--- config.mk ---
export PLATFORM = sky130hd
export DESIGN_NAME = ascii_decimal_field_parser_flat
export DESIGN_NICKNAME = d
export VERILOG_FILES = /design/src/sv/adfp_pkg.sv /design/src/sv/adfp_if.sv /design/src/sv/ascii_decimal_field_parser.sv /design/src/flat_wrapper.sv
export SDC_FILE = /design/constraint.sdc
export NUM_CORES = 1
export LEC_CHECK = 0
export BUFFER_PORTS_ARGS = -buffer_cell sky130_fd_sc_hd__clkbuf_2
export CORE_MARGIN = 2
export CORE_UTILIZATION = 60
export CTS_CLUSTER_SIZE = 16
export DETAILED_ROUTE_END_ITERATION = 10
export GPL_TIMING_DRIVEN = 0
export MAX_ROUTING_LAYER = met4
export PLACE_DENSITY = 0.78
export SLEW_MARGIN = 20
export SYNTH_ARGS = -nofsm -noshare
export SYNTH_HDL_FRONTEND = slang
export SYNTH_SLANG_ARGS = --single-unit
--- constraint.sdc ---
create_clock -name i_clk -period 3.9 [get_ports i_clk]
set_clock_uncertainty 0.05 [all_clocks]
set_input_delay 0.78 -clock i_clk [delete_from_list [all_inputs] [get_ports i_clk]]
set_output_delay 0.78 -clock i_clk [all_outputs]
set_load 0.005 [all_outputs]
--- src/sv/adfp_pkg.sv ---
// Package of shared codes and character constants for the ASCII decimal field parser.
`default_nettype none

package adfp_pkg;

    // Field kinds: bit 1 marks a signed kind, bit 0 marks a 32-bit kind.
    localparam logic [1:0] KIND_U16 = 2'd0;
    localparam logic [1:0] KIND_U32 = 2'd1;
    localparam logic [1:0] KIND_S16 = 2'd2;
    localparam logic [1:0] KIND_S32 = 2'd3;

    // Result status codes.
    localparam logic [1:0] ST_OK      = 2'd0;
    localparam logic [1:0] ST_EMPTY   = 2'd1;
    localparam logic [1:0] ST_BAD_END = 2'd2;

    // Characters of interest.
    localparam logic [7:0] CH_ZERO  = 8'h30;
    localparam logic [7:0] CH_NINE  = 8'h39;
    localparam logic [7:0] CH_MINUS = 8'h2D;
    localparam logic [7:0] CH_COMMA = 8'h2C;
    localparam logic [7:0] CH_SPACE = 8'h20;
    localparam logic [7:0] CH_CR    = 8'h0D;
    localparam logic [7:0] CH_LF    = 8'h0A;
    localparam logic [7:0] CH_NUL   = 8'h00;

    localparam logic [31:0] MASK_16 = 32'h0000_FFFF;
    localparam logic [31:0] MASK_32 = 32'hFFFF_FFFF;

endpackage

`default_nettype wire

--- src/sv/adfp_if.sv ---
// Stream interfaces for the character requests and the parse results.
`default_nettype none

interface adfp_in_if;
    logic       valid;
    logic       ready;
    logic [7:0] char_in;
    logic [1:0] kind;

    modport source (output valid, output char_in, output kind, input ready);
    modport sink   (input valid, input char_in, input kind, output ready);
endinterface

interface adfp_out_if;
    logic        valid;
    logic        ready;
    logic [1:0]  status;
    logic [31:0] number;
    logic [7:0]  ending_char;

    modport source (output valid, output status, output number, output ending_char,
                    input ready);
    modport sink   (input valid, input status, input number, input ending_char,
                    output ready);
endinterface

`default_nettype wire

--- src/sv/ascii_decimal_field_parser.sv ---
// Top level of the ASCII decimal field parser: input stage, field state and result register.
//
// Usage:
//   i_req carries one character per request (char_in) plus the field kind
//   (kind: u16, u32, s16, s32), which is looked at only on the first
//   character of a field. Digits and, in signed kinds, minus signs are
//   consumed silently. The first other character ends the field and gives
//   exactly one result on o_rsp: status, number and the ending character.
//   Path: a character accepted on i_req is held in the input register,
//   and its result is then loaded into the result register, which drives
//   o_rsp.valid. Throughput: one request per cycle, except while a
//   terminating character waits for a held o_rsp; set by the accumulate
//   (times ten plus digit) on the field state register.
//   Stall: when o_rsp is held, the result register holds its value; a
//   digit or minus in the input register still advances, but a terminating
//   character waits there, and i_req.ready drops until the result is taken.
//   Reset (synchronous, active low): both stages empty, accumulator, minus
//   flag, started flag and held kind cleared; the next character opens a
//   new field.
`default_nettype none

module ascii_decimal_field_parser (
    input  wire               i_clk,
    input  wire               i_rst_n,
    adfp_in_if.sink           i_req,
    adfp_out_if.source        o_rsp
);

    // Input register.
    logic        r_s1_valid;
    logic [7:0]  r_char;
    logic [1:0]  r_kind;

    // Field state.
    logic [31:0] r_acc;
    logic        r_minus;
    logic        r_started;
    logic [1:0]  r_held_kind;

    // Result register.
    logic        r_out_valid;
    logic [1:0]  r_status;
    logic [31:0] r_number;
    logic [7:0]  r_end_char;

    // Stage logic.
    logic [1:0]  s1_kind;
    logic [31:0] s1_mask;
    logic        s1_digit;
    logic        s1_minus;
    logic        s1_end;
    logic        s1_term;
    logic        out_free;
    logic        s1_adv;
    logic [31:0] n_acc;
    logic [1:0]  n_status;
    logic [31:0] n_number;

    assign s1_kind  = r_started ? r_held_kind : r_kind;
    assign s1_mask  = s1_kind[0] ? adfp_pkg::MASK_32 : adfp_pkg::MASK_16;
    assign s1_digit = (r_char >= adfp_pkg::CH_ZERO) && (r_char <= adfp_pkg::CH_NINE);
    assign s1_minus = s1_kind[1] && (r_char == adfp_pkg::CH_MINUS);
    assign s1_end   = !(s1_digit || s1_minus);
    assign s1_term  = (r_char == adfp_pkg::CH_CR) || (r_char == adfp_pkg::CH_LF)
                   || (r_char == adfp_pkg::CH_NUL) || (r_char == adfp_pkg::CH_COMMA)
                   || (r_char == adfp_pkg::CH_SPACE);

    // Result register can take a new result this cycle.
    assign out_free = !r_out_valid || o_rsp.ready;
    // Consumed characters always advance; a terminator needs room downstream.
    assign s1_adv   = r_s1_valid && (!s1_end || out_free);

    assign i_req.ready = !r_s1_valid || s1_adv;

    // acc * 10 + digit as two shifts and adds, wrapped to the kind's width.
    assign n_acc = ({r_acc[28:0], 3'b000} + {r_acc[30:0], 1'b0}
                  + {28'd0, r_char[3:0]}) & s1_mask;

    always_comb begin
        n_status = adfp_pkg::ST_OK;
        n_number = 32'd0;
        if (!r_started) begin
            n_status = adfp_pkg::ST_EMPTY;
        end else if (!s1_term) begin
            n_status = adfp_pkg::ST_BAD_END;
        end else if (r_minus) begin
            n_number = (32'd0 - r_acc) & s1_mask;
        end else begin
            n_number = r_acc;
        end
    end

    // Input register: take a request whenever the stage is empty or moving on.
    always_ff @(posedge i_clk) begin
        if (!i_rst_n) begin
            r_s1_valid <= 1'b0;
        end else if (i_req.ready) begin
            r_s1_valid <= i_req.valid;
        end
        if (i_req.valid && i_req.ready) begin
            r_char <= i_req.char_in;
            r_kind <= i_req.kind;
        end
    end

    // Field state: advance on consumed characters, clear when a field ends.
    always_ff @(posedge i_clk) begin
        if (!i_rst_n) begin
            r_acc       <= 32'd0;
            r_minus     <= 1'b0;
            r_started   <= 1'b0;
            r_held_kind <= adfp_pkg::KIND_U16;
        end else if (s1_adv) begin
            if (s1_end) begin
                r_acc       <= 32'd0;
                r_minus     <= 1'b0;
                r_started   <= 1'b0;
                r_held_kind <= adfp_pkg::KIND_U16;
            end else begin
                if (s1_digit) begin
                    r_acc <= n_acc;
                end else begin
                    r_minus <= 1'b1;
                end
                r_started   <= 1'b1;
                r_held_kind <= s1_kind;
            end
        end
    end

    // Result register: load on a field end, drop once the receiver takes it.
    always_ff @(posedge i_clk) begin
        if (!i_rst_n) begin
            r_out_valid <= 1'b0;
        end else if (out_free) begin
            r_out_valid <= r_s1_valid && s1_end;
        end
        if (out_free && r_s1_valid && s1_end) begin
            r_status   <= n_status;
            r_number   <= n_number;
            r_end_char <= r_char;
        end
    end

    assign o_rsp.valid       = r_out_valid;
    assign o_rsp.status      = r_status;
    assign o_rsp.number      = r_number;
    assign o_rsp.ending_char = r_end_char;

    // A field end leaves the field state cleared.
    a_clear_after_end: assert property (@(posedge i_clk) disable iff (!i_rst_n)
        (r_s1_valid && s1_end && s1_adv) |=> (!r_started && !r_minus && r_acc == 32'd0))
        else $error("field state not cleared after field end");

    // A 16-bit field never carries bits above the low half.
    a_narrow_acc: assert property (@(posedge i_clk) disable iff (!i_rst_n)
        (r_started && !r_held_kind[0]) |-> (r_acc[31:16] == 16'd0))
        else $error("16-bit accumulator has upper bits set");

    // Error results carry a zero number and a defined status.
    a_err_zero: assert property (@(posedge i_clk) disable iff (!i_rst_n)
        (r_out_valid && r_status != adfp_pkg::ST_OK) |->
            (r_number == 32'd0
             && (r_status == adfp_pkg::ST_EMPTY || r_status == adfp_pkg::ST_BAD_END)))
        else $error("bad error result");

    // A field end that finds room downstream loads a result.
    a_result_load: assert property (@(posedge i_clk) disable iff (!i_rst_n)
        (out_free && r_s1_valid && s1_end) |=> r_out_valid)
        else $error("field end did not produce a result");

endmodule

`default_nettype wire
--- src/flat_wrapper.sv ---
// flat-port wrapper written by rule: the top's interface ports become plain ports
module ascii_decimal_field_parser_flat 
  (i_clk, i_rst_n, i_req_valid, i_req_char_in, i_req_kind, i_req_ready, o_rsp_valid, o_rsp_status, o_rsp_number, o_rsp_ending_char, o_rsp_ready);
  adfp_in_if i_req_i ();
  adfp_out_if o_rsp_i ();
  input  wire i_clk;
  input  wire i_rst_n;
  input wire logic [$bits(i_req_i.valid)-1:0] i_req_valid;
  input wire logic [$bits(i_req_i.char_in)-1:0] i_req_char_in;
  input wire logic [$bits(i_req_i.kind)-1:0] i_req_kind;
  output wire logic [$bits(i_req_i.ready)-1:0] i_req_ready;
  output wire logic [$bits(o_rsp_i.valid)-1:0] o_rsp_valid;
  output wire logic [$bits(o_rsp_i.status)-1:0] o_rsp_status;
  output wire logic [$bits(o_rsp_i.number)-1:0] o_rsp_number;
  output wire logic [$bits(o_rsp_i.ending_char)-1:0] o_rsp_ending_char;
  input wire logic [$bits(o_rsp_i.ready)-1:0] o_rsp_ready;
  assign i_req_i.valid = i_req_valid;
  assign i_req_i.char_in = i_req_char_in;
  assign i_req_i.kind = i_req_kind;
  assign i_req_ready = i_req_i.ready;
  assign o_rsp_valid = o_rsp_i.valid;
  assign o_rsp_status = o_rsp_i.status;
  assign o_rsp_number = o_rsp_i.number;
  assign o_rsp_ending_char = o_rsp_i.ending_char;
  assign o_rsp_i.ready = o_rsp_ready;
  ascii_decimal_field_parser u_core (.i_clk(i_clk), .i_rst_n(i_rst_n), .i_req(i_req_i), .o_rsp(o_rsp_i));
endmodule
==> results_dict.tcl, run 1 <==
set metrics [dict create \
    worstRegToRegCells 11 \
    dpl.hpwl_um 10340 \
    leakage_nw 2.823 \
    path_max_fanout 8 \
    viasPerCell 5.960 \
    setup_violations 0 \
    overflow 0 \
    synth_edf_count 52 \
    drtIter0Drc 304 \
    grt_max_degree 33 \
    yosysTopAreaCellShare_pct 26.82 \
    insertion_delay_ps 370 \
    yosys.area.top_type "edfxtp_1" \
    r2r_start "u_core.r_acc[2]" \
    peakVddDrop_mv 0.1566 \
    cp_top_family "compound AO/OA/AOI/OAI gates" \
    synth_area_per_cell_um2 9.451 \
    grt_pass1_vias 4438 \
    hold_depth 0 \
    track_usage_pct 26.50 \
    synthTopCellsByArea "edfxtp_1 (27%), dfxtp_1 (13%), ha_1 (13%)" \
    mostFrequentLayoutCells "nor2_1 (73), ha_1 (59), clkbuf_2 (57)" \
    slew_viol_final 0 \
    crit_chain "inv_1 -> fa_1 -> inv_1 -> fa_1 -> a21o_1 -> a311o_1 -> a31oi_2 -> o21ai_1 -> a211oi_1 -> xor2_1 -> o21ai_0" \
    syn-num-nets 691 \
    vias 4881 \
    min_to "u_core.o_rsp.ending_char[4]" \
    finalHoldViolCount 0 \
    syn-cell-area_um2 5822 \
    clkTransAtPathRegs_ps 110 \
    avgRoutedWirePerCell_um 15.96 \
    synth_cell_types 58 \
    setup_ws_ps 275.4 \
    fin_crit_sh_pct 92.94 \
    die_area_um2 10510 \
    clockBufferDepth 2 \
    startpoint_type "flip-flop" \
    ys_seq_area_share_pct 39.89 \
    postCtsHoldBufs 0 \
    grt_pass1_wl_um 21380 \
    critPathKind "reg2reg" \
    clkSinkCount 90 \
    final_area_um2 6513 \
    m1WireLength_um 6249 \
    powerDensity_nw_per_um2 269.9 \
    end_kind "flip-flop" \
    die_x_um 102.5 \
    arrival_ps 3820 \
    coreArea_um2 9328 \
    crit_path_max_incr_delay_ps 530 \
    place_ws_ps 103.4 \
    ioPinCount 58 \
    synth_ff_type "edfxtp_1" \
    fin_hold_ws_ps 418.7 \
    drt-total-wl_um 13070 \
    placed_cells 803 \
    tritoncts "done" \
    slew_headroom_pct 59.01 \
    die_h_um 102.5 \
    route.met2.wl_um 5720 \
    hold_class "reg2reg" \
    reg2reg_to "u_core.r_acc[24]" \
    first_pass_iters 5 \
    place_congestion 0.9082 \
    final_nets 760 \
    power.total_mw 1.758 \
    placed_cell_area_um2 6296 \
    antenna_found_initial 0 \
    post_cts_buffers 0 \
    postRouteAntennaNets 0 \
    cts_made_buffers 9 \
    fin_cells 819 \
    drc_errors 0 \
    min_from "u_core.r_char[4]" \
    root_buffer "clkbuf_8" \
    status "completed" \
    antenna_cells_inserted 0 \
    slowest_stage "fa_1" \
    layout.cells.most_common "nor2_1" \
    drv_cap 0 \
    synthArstFlopShare_pct 0 \
    fin_tns_setup_ps 0 \
    rsz0062_at_grt "false" \
    min_period_ps 3625 \
    cp.required_ps 4090 \
    h-tree-depth 3 \
    io_buffers 57 \
    yosysWarnings 0 \
    clock.fmax_mhz 275.9 \
    met3_length_um 840 \
    routed.top_layer "met4" \
    row_count 35 \
    max_slew.worst_pin.slew_ps 613.0 \
    ys_ff_latch 90 \
    initial_core_util_pct 62.41 \
    area_delta_synth_final_pct 11.86 \
    crit_buf_inv 2 \
    final_core_util_pct 69.82 \
    final_layout_size_suffix_gt1_share_pct 13.48 \
    netlist_instances 616 \
    rrSetupSlack_ps 280 \
]
-- cell families (layout without fill, tap and decap cells) --
family                   count (synthesis)  in the layout  share of synthesized area, %
AO/OA/AOI/OAI                          165            165                         18.89
XOR/XNOR                                53             53                         7.973
adder cells (fa/ha/maj)                 61             61                         13.37
buffers and inverters                   38            112                         2.493
flip-flops                              90             90                         39.89
multiplexers                             4              4                        0.7092
AND/OR/NAND/NOR                        205            205                         16.68
-- timing repair --
item                                    CTS  global route
endpoints found under the hold margin     0             0
resized for setup                         0             1
endpoints found under the setup margin    0             2
-- report_power, final --
group	total (mW)	switching, mW	leakage, nW	internal (mW)
registers	1.04	0.0130	0.786	1.03
clock network	0.632	0.376	0.104	0.255
logic	0.0821	0.0510	1.93	0.0311
total	1.76	0.440	2.82	1.32
-- worst reg2reg max path, delay by kind of cell, from the launching register on --
kind            cells  cell delay, ps
compound gates      6            1580
xor+xnor            1             170
fa+ha+maj           2             990
buf+inv             2             200
flops               1             500
-- layout make-up --
cell class              count  area, µm²
clock inverters             7      86.33
flip-flops and latches     90       2322
repair buffers             58      305.3
plain buffers              21      81.33
clock buffers               9      123.9
well taps                 129      161.4
fillers                   746       2815
inverters                  17      63.81
multi-input cells         488       3368
-- how the worst max path moves through the flow --
stage	endpoint	cells after the start	startpoint
after floorplan	u_core.o_rsp.ending_char[0]	3	o_rsp_ready
after global placement	u_core.o_rsp.number[26]	6	u_core.r_started
after detailed placement	u_core.r_acc[24]	11	u_core.r_acc[2]
after CTS	u_core.r_acc[24]	11	u_core.r_acc[2]
after global routing	u_core.r_acc[24]	11	u_core.r_acc[2]
final	u_core.r_acc[24]	11	u_core.r_acc[2]
-- synthesized netlist by cell type, types with 3 or more instances --
| cell type | n |
|---|---|
| nor2_1 | 74 |
| ha_1 | 59 |
| nand2_1 | 55 |
| edfxtp_1 | 52 |
| xor2_1 | 45 |
| dfxtp_1 | 38 |
| a21oi_1 | 37 |
| o21ai_0 | 37 |
| nand3_1 | 22 |
| clkbuf_1 | 18 |
| inv_1 | 17 |
| a21o_1 | 16 |
| nor3_1 | 11 |
| o31ai_1 | 11 |
| a22oi_1 | 9 |
| nand4_1 | 9 |
| o21a_1 | 9 |
| xnor2_1 | 8 |
| a31oi_1 | 6 |
| o21ai_1 | 6 |
| o41ai_1 | 6 |
| and2_1 | 5 |
| or4_1 | 5 |
| a211oi_1 | 4 |
| or3_1 | 4 |
| a211o_1 | 3 |
| mux2i_1 | 3 |
| nand2b_1 | 3 |
| nor4_1 | 3 |
| o21bai_1 | 3 |
-- state kept, by name, indices dropped and copies added (netlist names) --
signal,cells
u_core.o_rsp.number,32
u_core.o_rsp.ending_char,8
u_core.r_char,8
u_core.r_acc,32
u_core.o_rsp.status,2
u_core.r_held_kind,2
u_core.o_rsp.valid,1
u_core.r_minus,1
u_core.r_started,1
u_core.r_s1_valid,1
u_core.r_kind,2
-- metal layers --
layer / vias to the layer above / global-route usage, %
met5: - / -
met4: 0 / 8.821
met3: 24 / 1.898
met2: 171 / 38.91
met1: 2273 / 39.02
li1: 2413 / -
No activity file was read; power rests on OpenSTA's default activity.
==> run 2, diff against run 1 <==
- clock period: 3.9 -> 3.4 ns (I/O delays scaled with it)
==> run 2 against run 1 <==
Compared with the run above: utilization grew 0.44 points; cell count grew 0.24%; sequential share of layout area fell by 0.072 points; clock power is 15% higher; combinational power rose by 15%; fmax increased by 12%; critical endpoint is now u_core.r_acc[18].
==> results_dict.tcl, run 2 (synthesis results as in run 1) <==
set metrics [dict create \
    status "completed" \
    grt_pass1_wl_um 21460 \
    ioPinCount 58 \
    slew_headroom_pct 59.39 \
    drc_errors 0 \
    viasPerCell 6.004 \
    r2r_start "u_core.r_char[3]" \
    die_x_um 102.5 \
    min_from "u_core.r_char[4]" \
    fin_crit_sh_pct 95.09 \
    placed_cells 803 \
    clockBufferDepth 2 \
    drt-total-wl_um 13120 \
    grt_pass1_vias 4448 \
    reg2reg_to "u_core.r_acc[18]" \
    dpl.hpwl_um 10340 \
    initial_core_util_pct 62.41 \
    critPathKind "reg2reg" \
    antenna_found_initial 0 \
    routed.top_layer "met4" \
    min_to "u_core.o_rsp.ending_char[4]" \
    met3_length_um 738 \
    clock.fmax_mhz 309.3 \
    place_congestion 0.9082 \
    coreArea_um2 9328 \
    power.total_mw 2.015 \
    drv_cap 0 \
    first_pass_iters 5 \
    die_area_um2 10510 \
    leakage_nw 2.835 \
    slew_viol_final 0 \
    powerDensity_nw_per_um2 307.4 \
    finalHoldViolCount 0 \
    die_h_um 102.5 \
    seqCellArea_um2 2332 \
    final_layout_size_suffix_gt1_share_pct 14.60 \
    multi_input_area_um2 3385 \
    cp.required_ps 3590 \
    setup_violations 0 \
    final_nets 762 \
    layout.cells.most_common "nor2_1" \
    rrSetupSlack_ps 170 \
    end_kind "flip-flop" \
    min_period_ps 3233 \
    startpoint_type "flip-flop" \
    fin_hold_ws_ps 418.8 \
    grt_max_degree 33 \
    tritoncts "done" \
    max_slew.worst_pin.slew_ps 607.3 \
    root_buffer "clkbuf_8" \
    arrival_ps 3430 \
    rsz0062_at_grt "false" \
    path_max_fanout 6 \
    clkSinkCount 90 \
    peakVddDrop_mv 0.1812 \
    vias 4929 \
    clkTransAtPathRegs_ps 100 \
    postRouteAntennaNets 0 \
    cts_made_buffers 9 \
    insertion_delay_ps 370 \
    route.met2.wl_um 5765 \
    area_delta_synth_final_pct 12.57 \
    track_usage_pct 26.59 \
    final_core_util_pct 70.26 \
    overflow 0 \
    hold_depth 0 \
    io_buffers 57 \
    row_count 35 \
    crit_start "u_core.r_char[3]" \
    h-tree-depth 3 \
    n_fill_cell 747 \
    avgRoutedWirePerCell_um 15.98 \
    worstRegToRegCells 12 \
    drtIter0Drc 298 \
    m1WireLength_um 6384 \
    fin_cells 821 \
    hold_class "reg2reg" \
    antenna_cells_inserted 0 \
    mostFrequentLayoutCells "nor2_1 (73), ha_1 (59), clkbuf_2 (57)" \
]
[run 2: changes by cell type in the layout (fill, tap and decap cells not counted), sizes merged]
cell  before  now
buf        4    6
[run 2: timing repair]
action                                  4_1_cts  5_1_grt
pin swaps                                     1        4
hold buffers                                  0        0
endpoints found under the setup margin        9        7
resized for setup                             4        6
setup buffers                                 1        1
[run 2: through the flow]
stage               TNS (ps)  setup slack, ps  instance area [µm²]
global route               0            50.17                 6554
floorplan                  0            125.6                 5822
finish                     0            167.1                 6554
CTS                        0            8.053                 6531
detailed placement     -1732           -396.6                 6296
global placement      -25510           -574.2                 6269
[run 2: cell type report]
class | instances | area share (%)
plain buffers | 21 | 1.241
clock buffers | 9 | 1.890
clock inverters | 7 | 1.317
inverters | 17 | 0.9737
multi-input cells | 488 | 51.64
flip-flops and latches | 90 | 35.59
well taps | 129 | 2.463
repair buffers | 60 | 4.887
[run 2: report_power, final]
part	total [mW]	switching (mW)	leakage (nW)	internal, mW
Combinational	0.0944	0.0586	1.94	0.0357
Clock	0.724	0.432	0.104	0.293
Sequential	1.20	0.0149	0.789	1.18
[run 2: how the worst max path moves through the flow]
stage,end,depth (start not counted),slack [ps]
after floorplan,u_core.o_rsp.ending_char[0],6,130
after global placement,u_core.o_rsp.number[26],6,-570
after detailed placement,u_core.r_acc[24],11,-400
after CTS,u_core.r_acc[30],12,8
after global routing,u_core.r_acc[30],11,50
final,u_core.r_acc[18],12,170
[run 2: metal layers]
metal | track usage, % | vias up
li1 | - | 2424
met3 | 1.831 | 20
met2 | 39.17 | 165
met5 | - | -
met1 | 39.15 | 2320
met4 | 8.718 | 0
[run 2: worst max-delay path, stage by stage, from the launching register on]
cell and delay [ps]:
edfxtp_1 470, inv_1 90, fa_1 500, inv_1 80
fa_2 400, a21o_1 210, a311o_1 310, a31oi_4 210
buf_4 150, nand2_1 80, a21oi_1 210, xor2_1 240
o21ai_0 110
==> run 3, diff against run 2 <==
- CORE_UTILIZATION: 60 -> 62
- CTS_BUF_LIST: not set -> sky130_fd_sc_hd__clkbuf_8
- PLACE_DENSITY: 0.78 -> 0.8
- RECOVER_POWER: not set -> 50
==> run 3 against run 2 <==
Compared with the run above: total power up 3.5%; combinational power shrank 3.5%; flip-flop and latch count unchanged; critical path depth decreased by 1; sequential power about the same; routed wire length rose by 3.2%; setup slack lost 44 ps; non-clock buffer count fell by 2; register-to-register slack got worse by 40 ps; via count is 1.3% lower; global-route usage is 1.4 points higher.
==> results_dict.tcl, run 3 (synthesis results as in run 1) <==
set metrics [dict create \
    clock.fmax_mhz 305.1 \
    postCtsHoldBufs 0 \
    slew_headroom_pct 28.84 \
    grt_max_degree 32 \
    cpMostUsedCell "inv_1" \
    clkSinkCount 90 \
    antenna_found_initial 0 \
    met2_usage_pct 41.59 \
    setup_violations 0 \
    powerDensity_nw_per_um2 322.2 \
    initial_core_util_pct 63.31 \
    area_delta_synth_final_pct 11.13 \
    slew_viol_final 0 \
    fin_hold_ws_ps 441.1 \
    drtIter0Drc 456 \
    rsz0062_at_grt "false" \
    row_count 35 \
    busiest_layer "met2" \
    clkTransAtPathRegs_ps 90 \
    track_usage_pct 28.02 \
    finalHoldViolCount 0 \
    io_buffers 57 \
    coreArea_um2 9196 \
    final_nets 760 \
    path_max_fanout 6 \
    final_area_um2 6470 \
    vias 4867 \
    tritoncts "done" \
    min_period_ps 3277 \
    status "completed" \
    hold_class "in2reg" \
    crit_path_max_incr_delay_ps 570 \
    placed_cell_area_um2 6274 \
    critPathKind "reg2reg" \
    die_area_um2 10180 \
    final_core_util_pct 70.35 \
    grt_pass1_wl_um 22020 \
    arrival_ps 3460 \
    drc_errors 0 \
    die_h_um 100.9 \
    fin_crit_sh_pct 96.39 \
    drt-total-wl_um 13540 \
    leakage_nw 2.761 \
    root_buffer "clkbuf_8" \
    max_slew.worst_pin.slew_ps 1063 \
    h-tree-depth 3 \
    place_congestion 0.9302 \
    clockBufferDepth 2 \
    antenna_cells_inserted 0 \
    grt_pass1_vias 4434 \
    peakVddDrop_mv 0.2391 \
    crit_chain "inv_1 -> fa_1 -> inv_1 -> fa_2 -> a21o_1 -> a311o_1 -> a31oi_4 -> o21ai_1 -> a31oi_1 -> xor2_1 -> o21ai_0" \
    slowest_stage "fa_1" \
    postRouteAntennaNets 0 \
    ioPinCount 58 \
    mostFrequentLayoutCells "nor2_1 (74), ha_1 (59), nand2_1 (55)" \
    insertion_delay_ps 360 \
    drv_cap 0 \
    final_layout_size_suffix_gt1_share_pct 10.29 \
    layout.cells.most_common "nor2_1" \
    viasPerCell 6.076 \
    cp.required_ps 3580 \
    overflow 0 \
    first_pass_iters 5 \
    avgRoutedWirePerCell_um 16.90 \
    cts_made_buffers 9 \
    die_x_um 100.9 \
    dpl.hpwl_um 10290 \
    grtUsageMet1_pct 41.13 \
    use_met3_pct 2.843 \
    end_kind "flip-flop" \
    startpoint_type "flip-flop" \
]
run 3: area by class of cell:
cell class              instances  area, µm²
clock inverters                 7      93.84
plain buffers                  20      77.57
multi-input cells             488       3358
clock buffers                   9      123.9
repair buffers                 59      284.0
inverters                      17      63.81
fillers                       722       2726
flip-flops and latches         90       2330
well taps                     111      138.9
run 3: final timing paths:
path / cells past startpoint / start / endpoint / slack (ps)
worst max-delay path: 11 / u_core.r_acc[0] / u_core.r_acc[28] / 120
worst min-delay path: 1 / i_req_char_in[4] / u_core.r_char[4] / 440
worst max register to register: 11 / u_core.r_acc[0] / u_core.r_acc[28] / 120
worst min register to register: 0 / u_core.r_char[6] / u_core.o_rsp.ending_char[6] / 440
run 3: stage by stage:
step	TNS, ps	worst slack, ps	cells	total power, mW
after floorplan	0	125.6	616	1.266
after global placement	-25730	-568.6	784	1.311
after detailed placement	-2043	-444.2	785	1.316
after CTS	0	56.43	802	2.088
after global routing	0	8.430	801	2.147
final	0	122.8	801	2.085
run 3: where the power goes:
part	total, mW	leakage [nW]	switching, mW	internal (mW)
logic	0.0911	1.86	0.0585	0.0326
clock network	0.797	0.111	0.383	0.414
registers	1.20	0.788	0.0155	1.18
total	2.08	2.76	0.457	1.63
run 3: what timing repair did:
| action | CTS | global route |
|---|---|---|
| endpoints found under the setup margin | 10 | 3 |
| setup buffers | 1 | 0 |
| pin swaps | 4 | 2 |
| gates resized for setup | 7 | 1 |
run 3: per-layer routing:
layer	up-vias	wire, µm	share of wire (%)
met2	198	5848	43
met4	0	143	1.1
li1	2410	-	-
met5	-	0	0
met3	18	854	6.3
met1	2241	6689	49
run 3: critical path, delay by kind of cell, from the launching register on:
kind | cells | cell delay (ps)
AOI/OAI and AO/OA | 6 | 1330
adders and majority gates | 2 | 970
DFF | 1 | 390
xor gates and xnor gates | 1 | 210
buffers and inverters | 2 | 200
